File: src/rtl/rltb_pkg.sv
package rltb_pkg;

  // Sizes
  localparam int TOKEN_DEPTH = 4096;
  localparam int STACK_DEPTH = 256;
  localparam int COUNT_BITS  = 16;
  localparam int QUEUE_DEPTH = 2;

  localparam int POS_W    = $clog2(TOKEN_DEPTH);
  localparam int TOTAL_W  = POS_W + 1;
  localparam int SP_W     = $clog2(STACK_DEPTH);
  localparam int LEVEL_W  = SP_W + 1;
  localparam int KIND_W   = 3;
  localparam int STATUS_W = 2;
  localparam int CMD_W    = 2;
  localparam int BYTE_W   = 8;
  localparam int QPTR_W   = $clog2(QUEUE_DEPTH);
  localparam int QCNT_W   = $clog2(QUEUE_DEPTH + 1);
  localparam int ENTRY_W  = KIND_W + COUNT_BITS;

  typedef logic [KIND_W-1:0]   kind_t;
  typedef logic [STATUS_W-1:0] status_t;
  typedef logic [CMD_W-1:0]    cmd_t;

  // Commands
  localparam cmd_t CMD_FEED   = 2'd0;
  localparam cmd_t CMD_FINISH = 2'd1;
  localparam cmd_t CMD_READ   = 2'd2;

  // Source characters that form tokens
  localparam logic [BYTE_W-1:0] CH_PLUS   = 8'h2B;
  localparam logic [BYTE_W-1:0] CH_MINUS  = 8'h2D;
  localparam logic [BYTE_W-1:0] CH_RIGHT  = 8'h3E;
  localparam logic [BYTE_W-1:0] CH_LEFT   = 8'h3C;
  localparam logic [BYTE_W-1:0] CH_OUTPUT = 8'h2E;
  localparam logic [BYTE_W-1:0] CH_INPUT  = 8'h2C;
  localparam logic [BYTE_W-1:0] CH_OPEN   = 8'h5B;
  localparam logic [BYTE_W-1:0] CH_CLOSE  = 8'h5D;

  // Token kinds
  localparam kind_t KIND_PLUS   = 3'd0;
  localparam kind_t KIND_MINUS  = 3'd1;
  localparam kind_t KIND_RIGHT  = 3'd2;
  localparam kind_t KIND_LEFT   = 3'd3;
  localparam kind_t KIND_OUTPUT = 3'd4;
  localparam kind_t KIND_INPUT  = 3'd5;
  localparam kind_t KIND_OPEN   = 3'd6;
  localparam kind_t KIND_CLOSE  = 3'd7;

  // Status codes
  localparam status_t ST_OK             = 2'd0;
  localparam status_t ST_UNMATCHED_OPEN = 2'd1;
  localparam status_t ST_UNMATCHED_CLOSE = 2'd2;
  localparam status_t ST_OVERFLOW       = 2'd3;

  // Classified work handed from front to back
  typedef enum logic [2:0] {
    OP_RUN,
    OP_SINGLE,
    OP_OPEN,
    OP_CLOSE,
    OP_FINISH,
    OP_READ
  } op_e;

  typedef struct packed {
    op_e             op;
    kind_t           kind;
    logic [POS_W-1:0] index;
  } op_t;

  // Keep the first error only
  function automatic status_t flag_error(status_t cur, status_t code);
    return (cur == ST_OK) ? code : cur;
  endfunction

endpackage

File: src/rtl/rltb_queue.sv
module rltb_queue (
  input  logic          clk_i,
  input  logic          rst_ni,
  input  logic          push_i,
  input  rltb_pkg::op_t op_i,
  input  logic          pop_i,
  output logic          full_o,
  output logic          valid_o,
  output rltb_pkg::op_t op_o
);

  rltb_pkg::op_t                   slot_q [rltb_pkg::QUEUE_DEPTH];
  logic [rltb_pkg::QPTR_W-1:0]     wr_ptr_q, rd_ptr_q;
  logic [rltb_pkg::QCNT_W-1:0]     cnt_q;

  assign full_o  = (cnt_q == rltb_pkg::QCNT_W'(rltb_pkg::QUEUE_DEPTH));
  assign valid_o = (cnt_q != '0);
  assign op_o    = slot_q[rd_ptr_q];

  // Pointers and fill count
  always_ff @(posedge clk_i or negedge rst_ni) begin
    if (!rst_ni) begin
      wr_ptr_q <= '0;
      rd_ptr_q <= '0;
      cnt_q    <= '0;
    end else begin
      if (push_i) begin
        wr_ptr_q <= (wr_ptr_q == rltb_pkg::QPTR_W'(rltb_pkg::QUEUE_DEPTH - 1)) ?
                    '0 : wr_ptr_q + 1'b1;
      end
      if (pop_i) begin
        rd_ptr_q <= (rd_ptr_q == rltb_pkg::QPTR_W'(rltb_pkg::QUEUE_DEPTH - 1)) ?
                    '0 : rd_ptr_q + 1'b1;
      end
      if (push_i && !pop_i) begin
        cnt_q <= cnt_q + 1'b1;
      end else if (pop_i && !push_i) begin
        cnt_q <= cnt_q - 1'b1;
      end
    end
  end

  // Item slots
  always_ff @(posedge clk_i) begin
    if (push_i) begin
      slot_q[wr_ptr_q] <= op_i;
    end
  end

endmodule

File: config.mk
export PLATFORM = sky130hd
export DESIGN_NAME = rltb_queue
export DESIGN_NICKNAME = d
export VERILOG_FILES = /design/src/rtl/rltb_pkg.sv /design/src/rtl/rltb_queue.sv
export SDC_FILE = /design/constraint.sdc
export NUM_CORES = 1
export LEC_CHECK = 0
export ABC_AREA = 1
export BUFFER_PORTS_ARGS = -buffer_cell sky130_fd_sc_hd__buf_4
export CAP_MARGIN = 20
export CORE_MARGIN = 2
export CORE_UTILIZATION = 30
export DETAILED_ROUTE_END_ITERATION = 8
export HOLD_SLACK_MARGIN = 0.08
export PLACE_DENSITY_LB_ADDON = 0.25
export SYNTH_ARGS = -nofsm -noshare
export SYNTH_HDL_FRONTEND = slang
export SYNTH_SLANG_ARGS = --single-unit
File: constraint.sdc
create_clock -name clk_i -period 2.05 [get_ports clk_i]
set_clock_uncertainty 0.1 [all_clocks]
set_input_delay 0.3075 -clock clk_i [delete_from_list [all_inputs] [get_ports clk_i]]
set_output_delay 0.3075 -clock clk_i [all_outputs]
set_load 0.02 [all_outputs]
# Yosys cells after proc, flatten, opt, wreduce, memory -nomap -nowiden
# Memories as Yosys holds them, arrays and structs flattened.
# Cells that the tools add are included.
# totals
n_memories	1
out_inout_bits	20
mem_bits_rw	36
wordCells	21
latchBits	0
reg_bits	4
input_bits	22
romBits	0
# classes
shifts	0
mul	0
n_lt_le_gt_ge	0
bitwise_logic	0
add_sub_neg	4
n_div	0
mux	6
reduce_logical	6
n_eq_ne	1
# mem_list
memory	words	width	read_ports	rd_clocked_by_memory_dff	wr	line	rtl
slot_q	2	18	1	0	1	rltb_queue.sv:12	rltb_pkg::op_t slot_q [rltb_pkg::QUEUE_DEPTH];
# ops
operator	n
1-bit 2-to-1 mux	4
2-bit 2-to-1 mux	2
2-bit nonzero test	2
1-bit adder, second input constant	2
2-bit by 1-bit adder with 2-bit output, second input constant	1
2-bit equality test, second input constant	1
1-bit logical AND	2
1-bit zero test	2
2-bit by 1-bit subtractor with 2-bit output, second input constant	1

# Logic depth before layout (Yosys ltp)
# logic_depth
depth_word	4
depth_mapped	7
mapped_depth_nobuf	7

# Least setup slack after synthesis
# OpenSTA, ideal clock, no wires.
# synth_timing
kind	register to register
startpoint	register wr_ptr_q
endpoint	memory slot_q[0][0] (netlist bit) (enable)
slack_ns	0.371
path_buffers	0
t_arrival_ns	1.186
period_less_slack_ns	1.679
stages_incl_launch_ff	2
required_time_ns	1.557
path_cell_list	dfrtp_1 nor2_1
# synth_rtl
element	line	rtl
start, declared	rltb_queue.sv:13	logic [rltb_pkg::QPTR_W-1:0] wr_ptr_q, rd_ptr_q;
start signal, assigned	rltb_queue.sv:28	wr_ptr_q <= (wr_ptr_q == rltb_pkg::QPTR_W'(rltb_pkg::QUEUE_DEPTH - 1)) ?
end, declared	rltb_queue.sv:12	
# No word-level cell before the write port.

==> out/results.tsv <==
stage	metric	value	unit
status	outcome	complete, no violations	
clock_network	cts_tree	done	
route	postRouteAntennaNets	0	
cells_and_area	final_common_cell	buf_4	
synthesis	postSynthAreaPerCell	19.2	µm²
synthesis	syn_area	1560	µm²
cells_and_area	fill_cells	472	
clock_network	cts_root_buf	clkbuf_8	
critical_path	start_kind	flop	
timing	period_share	86.0	%
critical_path	end_kind	primary output	
critical_path	cp_cell_sequence	buf_4 -> mux2_2 -> buf_4	
timing	setup_viol	0	
die	die_w	76	µm
synthesis	ys_seq_area_share	75.9	%
hold_path	hold_depth	1	
grt	grt.total_usage	9.71	%
synthesis	ys_types	14	
die	die-area	5780	µm²
route	wl_per_cell	13.0	µm
place	dp_hpwl	1.80	mm
timing	period_minus_slack	1.76	ns
critical_path	path_class	flop to primary output	
critical_path	crit_family	buffers and inverters	
clock_network	clk_latency	0.28	ns
hold_path	hold_path_class	input pin to flop	
critical_path	cpMostUsedCell	buf_4	
grt	grt_overflow	0	
grt	grt_pass1_wl	4.27	mm
power_and_ir_drop	cellLeakagePower	0.832	nW
route	routed_wirelength	2.63	mm
timing	final.setup.tns	0	ns
route	dr.first_iter.drc_count	30	
critical_path	path_buf_inv	2	
synthesis	syn_inst	81	
cells_and_area	drive_gt1_share	52.6	%
synthesis	ys_ff_latch	40	
critical_path	arrival	1.36	ns
critical_path	timing.rr.end	slot_q[0][6]	
clock_network	cts_sinks	40	
hold_path	min_from	op_i[0]	
timing	rsz0062_at_grt	false	
critical_path	worstReg2RegStart	wr_ptr_q	
cells_and_area	diodes	0	
clock_network	clockBufferDepth	2	
power_and_ir_drop	ir_drop	0.494	mV
route	viasPerCell	4.08	
timing	hold_viol_final	0	
timing	timing.final.ws_setup	0.287	ns
critical_path	reg2reg_depth	2	
clock_network	h-tree-depth	2	
place	postPlaceCellArea	1950	µm²
grt	grt_pass1_vias	904	
timing	drv_slew	0	
critical_path	cp.required	1.64	ns
synthesis	syn_nets	104	
place	dpl_worst_slack	0.579	ns
critical_path	crit_fanout	11	
route	drc	0	
die	io_pins	42	
die	core	5040	µm²
critical_path	regToRegSetupSlack	0.83	ns
route	num_vias	829	
grt	grt_start_max_net_pins	19	
critical_path	worst_path_max_delay_cell	mux2_2	
power_and_ir_drop	power.density	1320	nW/µm²
clock_network	clk_pin_slew	0.07	ns
clock_network	cts_buffers	5	
cells_and_area	final_cell_mix	buf_4, edfxtp_1, mux2_4, mux2_2, inv_1	
place	place.port_buffers	41	
cells_and_area	syn2layout_area_growth	31.5	%
route	dr.pass1.iters	3	
grt	antenna_found_initial	0	
clock_network	post_cts_buffers	0	
hold_path	min_to	slot_q[0][0]	
die	start_util	30.8	%
run	maxCapViolCount	0	
synthesis	yosys_warnings	0	
timing	worst_pin_slew	0.272	ns
die	rows	26	
cells_and_area	fin_nets	155	
cells_and_area	final_area	2050	µm²
place	gp_congestion	0.792	
timing	fmax	0.567	GHz
critical_path	critical_path.max_stage_delay	0.36	ns
timing	relSlewSlack	81.8	%
die	die_y	76	µm
what timing repair did:
action                    CTS  global route
hold buffers                1             0
hold endpoints to repair    4             0
resized for setup           0             0
synth_stat cells, drive strengths merged:
cell    number  area, µm²
nand2        6       22.5
nand3        1       5.00
nand4        1       6.26
edfxtp      36       1080
xnor2        1       8.76
buf          2       31.3
dfrtp        4        100
nor2         2       7.51
mux2        18        236
inv          7       26.3
ha           1       12.5
xor2         2       17.5
through the flow:
step	hold WS, ns	instances	util, %	total power, mW
floorplan	-0.0881	81	-	1.88
global placement	0.00528	194	38.7	2.23
detailed placement	0.00826	194	38.7	2.25
CTS	0.0965	203	40.6	2.74
global route	0.0894	203	40.6	2.86
finish	0.106	203	40.6	2.70
power breakdown:
part | switching (mW) | internal, mW | total, mW
clock network | 0.253 | 0.236 | 0.488
registers | 0.0608 | 1.09 | 1.15
logic | 0.551 | 0.513 | 1.06
total | 0.864 | 1.84 | 2.70
flip-flops by register name, summed over array words and instances (netlist names):
name and cells:
wr_ptr_q 1, rd_ptr_q 1, cnt_q 2, slot_q 36
per-layer routing:
metal	vias up	track usage [%]	share of wire (%)
met2	33	15.8	50
li1	395	-	-
met5	-	0	0
met1	399	11.3	41
met3	2	4.27	7.2
met4	0	3.82	0.95
worst max-delay path by stage:
stage          cells after the start      from      endpoint  slack, ns
3_3_place_gp                       3  rd_ptr_q       op_o[5]       0.59
5_1_grt                            3  rd_ptr_q       op_o[5]       0.20
3_5_place_dp                       3  rd_ptr_q       op_o[5]       0.58
2_1_floorplan                      1  wr_ptr_q  slot_q[0][0]       0.37
4_1_cts                            3  rd_ptr_q       op_o[5]       0.25
6_report                           3  rd_ptr_q       op_o[5]       0.29
area by class of cell:
class	count	area, µm²	area share, %
clock inverter	2	11.3	0.550
timing repair buffer	46	348	17.0
inverter	7	26.3	1.28
clock buffer	6	72.6	3.55
multi-input combinational	32	319	15.6
tap	70	87.6	4.28
sequential	40	1180	57.7
logic make-up (layout without fill, tap and decap cells):
logic type               Yosys count  in the layout  share of synthesized area [%]
adder cells (fa/ha/maj)            1              1                          0.804
XOR/XNOR                           3              3                           1.69
AND/OR/NAND/NOR                   10             10                           2.65
buffers and inverters              9             61                           3.70
flip-flops                        40             40                           75.9
multiplexers                      18             18                           15.2
Power figures use the tool's default switching activity.
