## config.mk

```make
export PLATFORM = sky130hd
export DESIGN_NAME = rltb_front
export DESIGN_NICKNAME = d
export VERILOG_FILES = /design/src/rtl/rltb_pkg.sv /design/src/rtl/rltb_front.sv
export SDC_FILE = /design/constraint.sdc
export NUM_CORES = 1
export LEC_CHECK = 0
export ABC_AREA = 1
export BUFFER_PORTS_ARGS = -buffer_cell sky130_fd_sc_hd__buf_2
export CORE_UTILIZATION = 38
export CTS_CLUSTER_SIZE = 40
export DETAILED_ROUTE_END_ITERATION = 12
export PLACE_DENSITY = 0.73
export SKIP_LAST_GASP = 1
export SLEW_MARGIN = 15
export SYNTH_ARGS = -nofsm -noshare
export SYNTH_HDL_FRONTEND = slang
export SYNTH_SLANG_ARGS = --single-unit
```

## constraint.sdc

```tcl
create_clock -name clk_i -period 1.67 [get_ports clk_i]
set_input_delay 0.4175 -clock clk_i [delete_from_list [all_inputs] [get_ports clk_i]]
set_output_delay 0.4175 -clock clk_i [all_outputs]
set_load 0.02 [all_outputs]
```

## src/rtl/rltb_pkg.sv

```systemverilog
package rltb_pkg;

  // Sizes
  localparam int TOKEN_DEPTH = 4096;
  localparam int STACK_DEPTH = 256;
  localparam int COUNT_BITS  = 16;
  localparam int QUEUE_DEPTH = 2;

  localparam int POS_W    = $clog2(TOKEN_DEPTH);
  localparam int TOTAL_W  = POS_W + 1;
  localparam int SP_W     = $clog2(STACK_DEPTH);
  localparam int LEVEL_W  = SP_W + 1;
  localparam int KIND_W   = 3;
  localparam int STATUS_W = 2;
  localparam int CMD_W    = 2;
  localparam int BYTE_W   = 8;
  localparam int QPTR_W   = $clog2(QUEUE_DEPTH);
  localparam int QCNT_W   = $clog2(QUEUE_DEPTH + 1);
  localparam int ENTRY_W  = KIND_W + COUNT_BITS;

  typedef logic [KIND_W-1:0]   kind_t;
  typedef logic [STATUS_W-1:0] status_t;
  typedef logic [CMD_W-1:0]    cmd_t;

  // Commands
  localparam cmd_t CMD_FEED   = 2'd0;
  localparam cmd_t CMD_FINISH = 2'd1;
  localparam cmd_t CMD_READ   = 2'd2;

  // Source characters that form tokens
  localparam logic [BYTE_W-1:0] CH_PLUS   = 8'h2B;
  localparam logic [BYTE_W-1:0] CH_MINUS  = 8'h2D;
  localparam logic [BYTE_W-1:0] CH_RIGHT  = 8'h3E;
  localparam logic [BYTE_W-1:0] CH_LEFT   = 8'h3C;
  localparam logic [BYTE_W-1:0] CH_OUTPUT = 8'h2E;
  localparam logic [BYTE_W-1:0] CH_INPUT  = 8'h2C;
  localparam logic [BYTE_W-1:0] CH_OPEN   = 8'h5B;
  localparam logic [BYTE_W-1:0] CH_CLOSE  = 8'h5D;

  // Token kinds
  localparam kind_t KIND_PLUS   = 3'd0;
  localparam kind_t KIND_MINUS  = 3'd1;
  localparam kind_t KIND_RIGHT  = 3'd2;
  localparam kind_t KIND_LEFT   = 3'd3;
  localparam kind_t KIND_OUTPUT = 3'd4;
  localparam kind_t KIND_INPUT  = 3'd5;
  localparam kind_t KIND_OPEN   = 3'd6;
  localparam kind_t KIND_CLOSE  = 3'd7;

  // Status codes
  localparam status_t ST_OK             = 2'd0;
  localparam status_t ST_UNMATCHED_OPEN = 2'd1;
  localparam status_t ST_UNMATCHED_CLOSE = 2'd2;
  localparam status_t ST_OVERFLOW       = 2'd3;

  // Classified work handed from front to back
  typedef enum logic [2:0] {
    OP_RUN,
    OP_SINGLE,
    OP_OPEN,
    OP_CLOSE,
    OP_FINISH,
    OP_READ
  } op_e;

  typedef struct packed {
    op_e             op;
    kind_t           kind;
    logic [POS_W-1:0] index;
  } op_t;

  // Keep the first error only
  function automatic status_t flag_error(status_t cur, status_t code);
    return (cur == ST_OK) ? code : cur;
  endfunction

endpackage

```

## src/rtl/rltb_front.sv

```systemverilog
module rltb_front (
  input  logic                        clk_i,
  input  logic                        rst_ni,
  input  logic                        start_i,
  input  rltb_pkg::cmd_t              command_i,
  input  logic [rltb_pkg::BYTE_W-1:0] source_byte_i,
  input  logic [rltb_pkg::POS_W-1:0]  read_index_i,
  input  logic                        q_full_i,
  output logic                        busy_o,
  output logic                        push_o,
  output rltb_pkg::op_t               op_o
);

  logic          keep;
  rltb_pkg::op_t cls;
  logic          stage_vld_q, stage_vld_d;
  rltb_pkg::op_t stage_q, stage_d;

  // Classify the incoming item; filler bytes and unknown commands are dropped
  always_comb begin
    keep      = 1'b1;
    cls.op    = rltb_pkg::OP_RUN;
    cls.kind  = rltb_pkg::KIND_PLUS;
    cls.index = read_index_i;
    unique case (command_i)
      rltb_pkg::CMD_FEED: begin
        unique case (source_byte_i)
          rltb_pkg::CH_PLUS:  cls.kind = rltb_pkg::KIND_PLUS;
          rltb_pkg::CH_MINUS: cls.kind = rltb_pkg::KIND_MINUS;
          rltb_pkg::CH_RIGHT: cls.kind = rltb_pkg::KIND_RIGHT;
          rltb_pkg::CH_LEFT:  cls.kind = rltb_pkg::KIND_LEFT;
          rltb_pkg::CH_OUTPUT: begin
            cls.op   = rltb_pkg::OP_SINGLE;
            cls.kind = rltb_pkg::KIND_OUTPUT;
          end
          rltb_pkg::CH_INPUT: begin
            cls.op   = rltb_pkg::OP_SINGLE;
            cls.kind = rltb_pkg::KIND_INPUT;
          end
          rltb_pkg::CH_OPEN: begin
            cls.op   = rltb_pkg::OP_OPEN;
            cls.kind = rltb_pkg::KIND_OPEN;
          end
          rltb_pkg::CH_CLOSE: begin
            cls.op   = rltb_pkg::OP_CLOSE;
            cls.kind = rltb_pkg::KIND_CLOSE;
          end
          default: keep = 1'b0;
        endcase
      end
      rltb_pkg::CMD_FINISH: cls.op = rltb_pkg::OP_FINISH;
      rltb_pkg::CMD_READ:   cls.op = rltb_pkg::OP_READ;
      default:              keep = 1'b0;
    endcase
  end

  // One staging register in front of the queue
  assign busy_o = stage_vld_q & q_full_i;
  assign push_o = stage_vld_q & ~q_full_i;
  assign op_o   = stage_q;

  always_comb begin
    stage_vld_d = stage_vld_q;
    stage_d     = stage_q;
    if (start_i && !busy_o) begin
      stage_vld_d = keep;
      stage_d     = cls;
    end else if (push_o) begin
      stage_vld_d = 1'b0;
    end
  end

  always_ff @(posedge clk_i or negedge rst_ni) begin
    if (!rst_ni) begin
      stage_vld_q <= 1'b0;
    end else begin
      stage_vld_q <= stage_vld_d;
    end
  end

  always_ff @(posedge clk_i) begin
    stage_q <= stage_d;
  end

endmodule

```

### After elaboration in Yosys (flattened, before gate mapping)

Cells that the tools add are included.

* bits in registers: 19
* bits in latches: 0
* memory bits (writable): 0
* bits in read-only memories: 0
* bits of input ports: 26
* output and inout port bits: 20
* word-level logic and storage cells: 31
* memories kept: 0

* add/sub/neg operators: 0
* multipliers: 0
* div/mod/pow operators: 0
* $lt $le $gt $ge: 0
* equal/unequal tests: 10
* shift-type cells: 0
* muxes and demuxes: 7
* bitwise operators: 3
* reductions and logical operators: 7

Operators by type and width (number)
* $eq A8 B6 Y1 const B: 6
* $pmux W3 S7: 1
* $eq A8 B7 Y1 const B: 2
* $pmux W3 S3: 1
* $reduce_or A8 Y1: 1
* $pmux W2 S3: 1
* $reduce_or A2 Y1: 2
* $mux W1: 3
* $and A1 B1 Y1: 2
* $eq A2 B1 Y1 const B: 1
* $eq A2 B2 Y1 const B: 1
* $logic_not A2 Y1: 1
* $pmux W1 S2: 1
* $reduce_bool A2 Y1: 1
* $logic_and A1 B1 Y1: 1
* $logic_not A1 Y1: 1
* $not A1 Y1: 1

### Logic depth before layout (Yosys ltp)

* depth after elaboration: 5
* mapped depth: 8
* mapped depth without buffers: 8

### Worst setup path before layout

Ideal clock, no wire load.

* path type: input to register
* start point: input port q_full_i
* end point: register stage_q, in the netlist op_o[0] (enable)
* setup time: 393 ps
* data arrival time: 1396 ps
* required time: 1277 ps
* path slack: -119 ps
* cell stages on the path: 3
* path buffers: 0
* cells stage by stage: nand2_1 -> inv_1 -> nor2_1

* cells in the longest elaborated chain, start to end: 3

RTL lines
* start, declared: line rltb_front.sv:8 `input logic q_full_i,`
* $and A1 B1 Y1: line rltb_front.sv:58 `assign busy_o = stage_vld_q & q_full_i;`
* via busy_o: line rltb_front.sv:9 `output logic busy_o,`
* $logic_not A1 Y1: line rltb_front.sv:65 `if (start_i && !busy_o) begin`
* $logic_and A1 B1 Y1: line rltb_front.sv:65
* end signal, assigned: line rltb_front.sv:82 `stage_q <= stage_d;`
* end, declared: line rltb_front.sv:17 `rltb_pkg::op_t stage_q, stage_d;`

The timed path passes the listed nets, and every way through them passes these cells.
A chain may end at the register's enable or synchronous reset.

### Worst setup path in the final report

* start point: register stage_vld_q
* end point: output port busy_o

* cells in the longest elaborated chain, start to end: 1

RTL lines
* start, declared: line rltb_front.sv:16 `logic stage_vld_q, stage_vld_d;`
* start signal, assigned: line rltb_front.sv:77 `stage_vld_q <= stage_vld_d;`
* $and A1 B1 Y1: line rltb_front.sv:58
* end, declared: line rltb_front.sv:9

Every way passes these cells.

==> load_flow_metrics.sql <==
INSERT INTO impl_metrics (metric_group, metric, value, unit) VALUES
('cts', 'clk_root_buffer_cell', 'clkbuf_4', ''),
('floorplanning', 'fp.dieArea', '0.00241', 'sq mm'),
('critical_path', 'critical_path_class', 'reg -> out', ''),
('critical_path', 'timing.critical_path.to_type', 'output port', ''),
('cts', 'ctsResizeCount', '0', ''),
('power', 'ir_drop', '0.000379', 'V'),
('cells_and_area', 'num-fill-cells', '185', ''),
('timing', 'min_period_over_period', '0.823', ''),
('routing', 'drtPass1Iterations', '2', ''),
('routing', 'avgRoutedWirePerCell', '9.33', 'um'),
('cts', 'cts_tree', 'built', ''),
('cts', 'clock-sinks', '19', ''),
('status', 'outcome', 'completed', ''),
('timing', 'period_minus_slack', '1370', 'ps'),
('floorplanning', 'initial_core_util', '0.417', ''),
('floorplanning', 'die_w', '49.1', 'um'),
('synthesis', 'synthCells', '75', ''),
('timing', 'setup_viol', '0', ''),
('floorplanning', 'chipHeight', '49.1', 'um'),
('critical_path', 'timing.critical_path.required', '1250', 'ps'),
('cts', 'clk_pin_slew_worst_paths', '100', 'ps'),
('timing', 'headroom_to_the_max_slew_limit', '0.851', ''),
('routing', 'postRouteWirelength', '1.43', 'mm'),
('critical_path', 'worst_ep_arrival_time', '960', 'ps'),
('synthesis', 'synth_warn', '0', ''),
('power', 'power.static_leakage', '0.610', 'nW'),
('critical_path', 'maximum_single_stage_delay_on_the_critical_path', '390', 'ps'),
('worst_hold_path', 'min-delay-path-class', 'in -> reg', ''),
('critical_path', 'worstSetupStartpointType', 'register', ''),
('cells_and_area', 'mostFrequentLayoutCell', 'buf_2', ''),
('cells_and_area', 'layout.cells.non_filler', '153', ''),
('floorplanning', 'num_io_pins', '46', ''),
('floorplanning', 'placeableCoreArea', '0.00202', 'sq mm'),
('timing', 'report.final.slew_viol_count', '0', ''),
('synthesis', 'synthesis.area_per_instance', '11.2', 'sq um'),
('synthesis', 'ys_top_cells_by_area', 'edfxtp_1 64%, nand2_1 7.1%, inv_1 6.2%', ''),
('placement', 'numPortBuffers', '45', ''),
('routing', 'via_total_after_detailed_routing', '658', ''),
('cts', 'clkLatencyLatePin', '280', 'ps'),
('synthesis', 'synth.largest_area_cell', 'edfxtp_1', ''),
('floorplanning', 'placement_rows', '16', ''),
('cts', 'htreeDepth', '1', ''),
('global_route', 'via_count_of_the_first_global_routing_pass', '586', ''),
('global_route', 'total_routing_resource_utilization_after_global_routing', '0.139', ''),
('global_route', 'gr-total-overflow', '0', ''),
('routing', 'avgViaCountPerCell', '4.30', ''),
('timing', 'setup_tns', '0', 'ps'),
('global_route', 'grt_antenna_before_repair', '0', ''),
('cells_and_area', 'layout-drive-gt1-share', '0.476', ''),
('cells_and_area', 'finish.net_count', '155', ''),
('timing', 'fmax', '728', 'MHz'),
('synthesis', 'ys_seq_area_frac', '0.671', ''),
('routing', 'remaining_drc_errors', '0', ''),
('placement', 'place_hpwl', '1.19', 'mm'),
('critical_path', 'worst_reg_to_reg_setup_slack', '540', 'ps'),
('synthesis', 'postSynthRegisterBits', '19', ''),
('cts', 'cts.path.max_buffers', '2', ''),
('timing', 'clock-skew-final', '4.07', 'ps'),
('timing', 'final_report_hold_violation_count', '0', ''),
('routing', 'drt_iter0_drc', '5', ''),
('synthesis', 'netlist-cell-type-count', '17', ''),
('synthesis', 'synth_fp_nets', '103', ''),
('power', 'pwr_density_cell', '818', 'mW/mm^2'),
('timing', 'rsz0062_at_grt', 'no', ''),
('placement', 'gpl.final_weighted_congestion', '0.870', ''),
('run', 'cap_viol_max_count', '0', ''),
('cts', 'cts_buffers', '3', ''),
('timing', 'worst_pin_slew', '222', 'ps'),
('critical_path', 'critical_path_fanouts_max', '2', ''),
('global_route', 'first_pass_grt_wire_length', '2.42', 'mm'),
('global_route', 'maximum_number_of_pins_on_one_net_before_global_route_repair', '19', ''),
('synthesis', 'yosysTopAreaCellShare', '0.641', ''),
('cells_and_area', 'area_delta_synth_final', '36.3', '%'),
('critical_path', 'crit_chain', 'nand2_1 -> inv_1 -> buf_2', ''),
('cts', 'number_of_hold_buffers_added_after_cts', '1', ''),
('critical_path', 'cpMaxStageDelayCell', 'dfrtp_1', ''),
('cells_and_area', 'num_antenna_cells', '0', ''),
('routing', 'residual_antenna_violating_net_count_after_detailed_routing', '0', ''),
('cells_and_area', 'layout_common_cells', '45 x buf_2, 18 x edfxtp_1, 16 x nand2_1, 14 x inv_1, 5 x nor2_1', ''),
('synthesis', 'synth.cell_area', '843', 'sq um'),
('placement', 'place.detailed.instances', '148', ''),
('cts', 'post-cts-setup-buffer-count', '0', '');
[through the flow]
stage | util | hold slack (ps) | worst slack [ps] | instance area [sq um] | power (mW)
after floorplan | - | 122 | 173 | 846 | 0.668
after global placement | 0.550 | 192 | 254 | 1110 | 0.737
after detailed placement | 0.550 | 194 | 137 | 1110 | 0.741
after CTS | 0.569 | 290 | 271 | 1150 | 0.955
after global routing | 0.569 | 271 | 228 | 1150 | 0.993
final | 0.569 | 303 | 296 | 1150 | 0.941
[where the power goes]
group | switching [mW] | internal [mW]
clock network | 0.123 | 0.0888
logic | 0.102 | 0.0618
registers | 0.00668 | 0.559
[final cells by class]
class | instances | area, sq um | area share
inverters | 17 | 63.8 | 0.0555
clock inverters | 1 | 5.00 | 0.00435
clock buffers | 3 | 22.5 | 0.0196
well taps | 27 | 33.8 | 0.0294
flip-flops and latches | 19 | 566 | 0.492
multi-input cells | 39 | 216 | 0.188
repair buffers | 47 | 243 | 0.211
[registers in the layout, indices dropped and copies added (netlist names)]
signal       flops
op_o            18
stage_vld_q      1
[cells in the mapped netlist, drive strengths merged]
cell	n
a31oi	1
dfrtp	1
edfxtp	18
ha	2
inv	17
nand2	18
nand3	3
nand3b	1
nand4	4
nor2	7
nor3	1
o21bai	1
or2	1
[cell families (layout without fill, tap and decap cells)]
logic type | count (synthesis) | count (layout) | share of synthesized area
compound gates | 2 | 2 | 0.0163
flops | 19 | 19 | 0.671
buf+inv | 17 | 68 | 0.0757
fa+ha+maj | 2 | 2 | 0.0297
simple gates | 35 | 35 | 0.208
[worst paths after layout]
path,start,endpoint,cells past startpoint
worst max-delay path,stage_vld_q,busy_o,3
worst min-delay path,read_index_i[9],op_o[9],1
worst max register to register,stage_vld_q,op_o[16],4
worst min register to register,stage_vld_q,stage_vld_q,2
max in group asynchronous,rst_ni,stage_vld_q,2
min in group asynchronous,rst_ni,stage_vld_q,2
[critical path: cells and delay by family (launching register included)]
family / cells / cell delay [ps]
flip-flops: 1 / 390
AND/OR/NAND/NOR: 1 / 80
buffers and inverters: 2 / 210
[layer usage]
layer  routed length, um  track usage  part of all wire
met2                 637        0.208              0.45
met1                 652        0.170              0.46
met4                   0       0.0882                 0
met5                   0            0                 0
met3                 136       0.0467             0.095
Note: power is estimated with default switching activity, not from simulation.
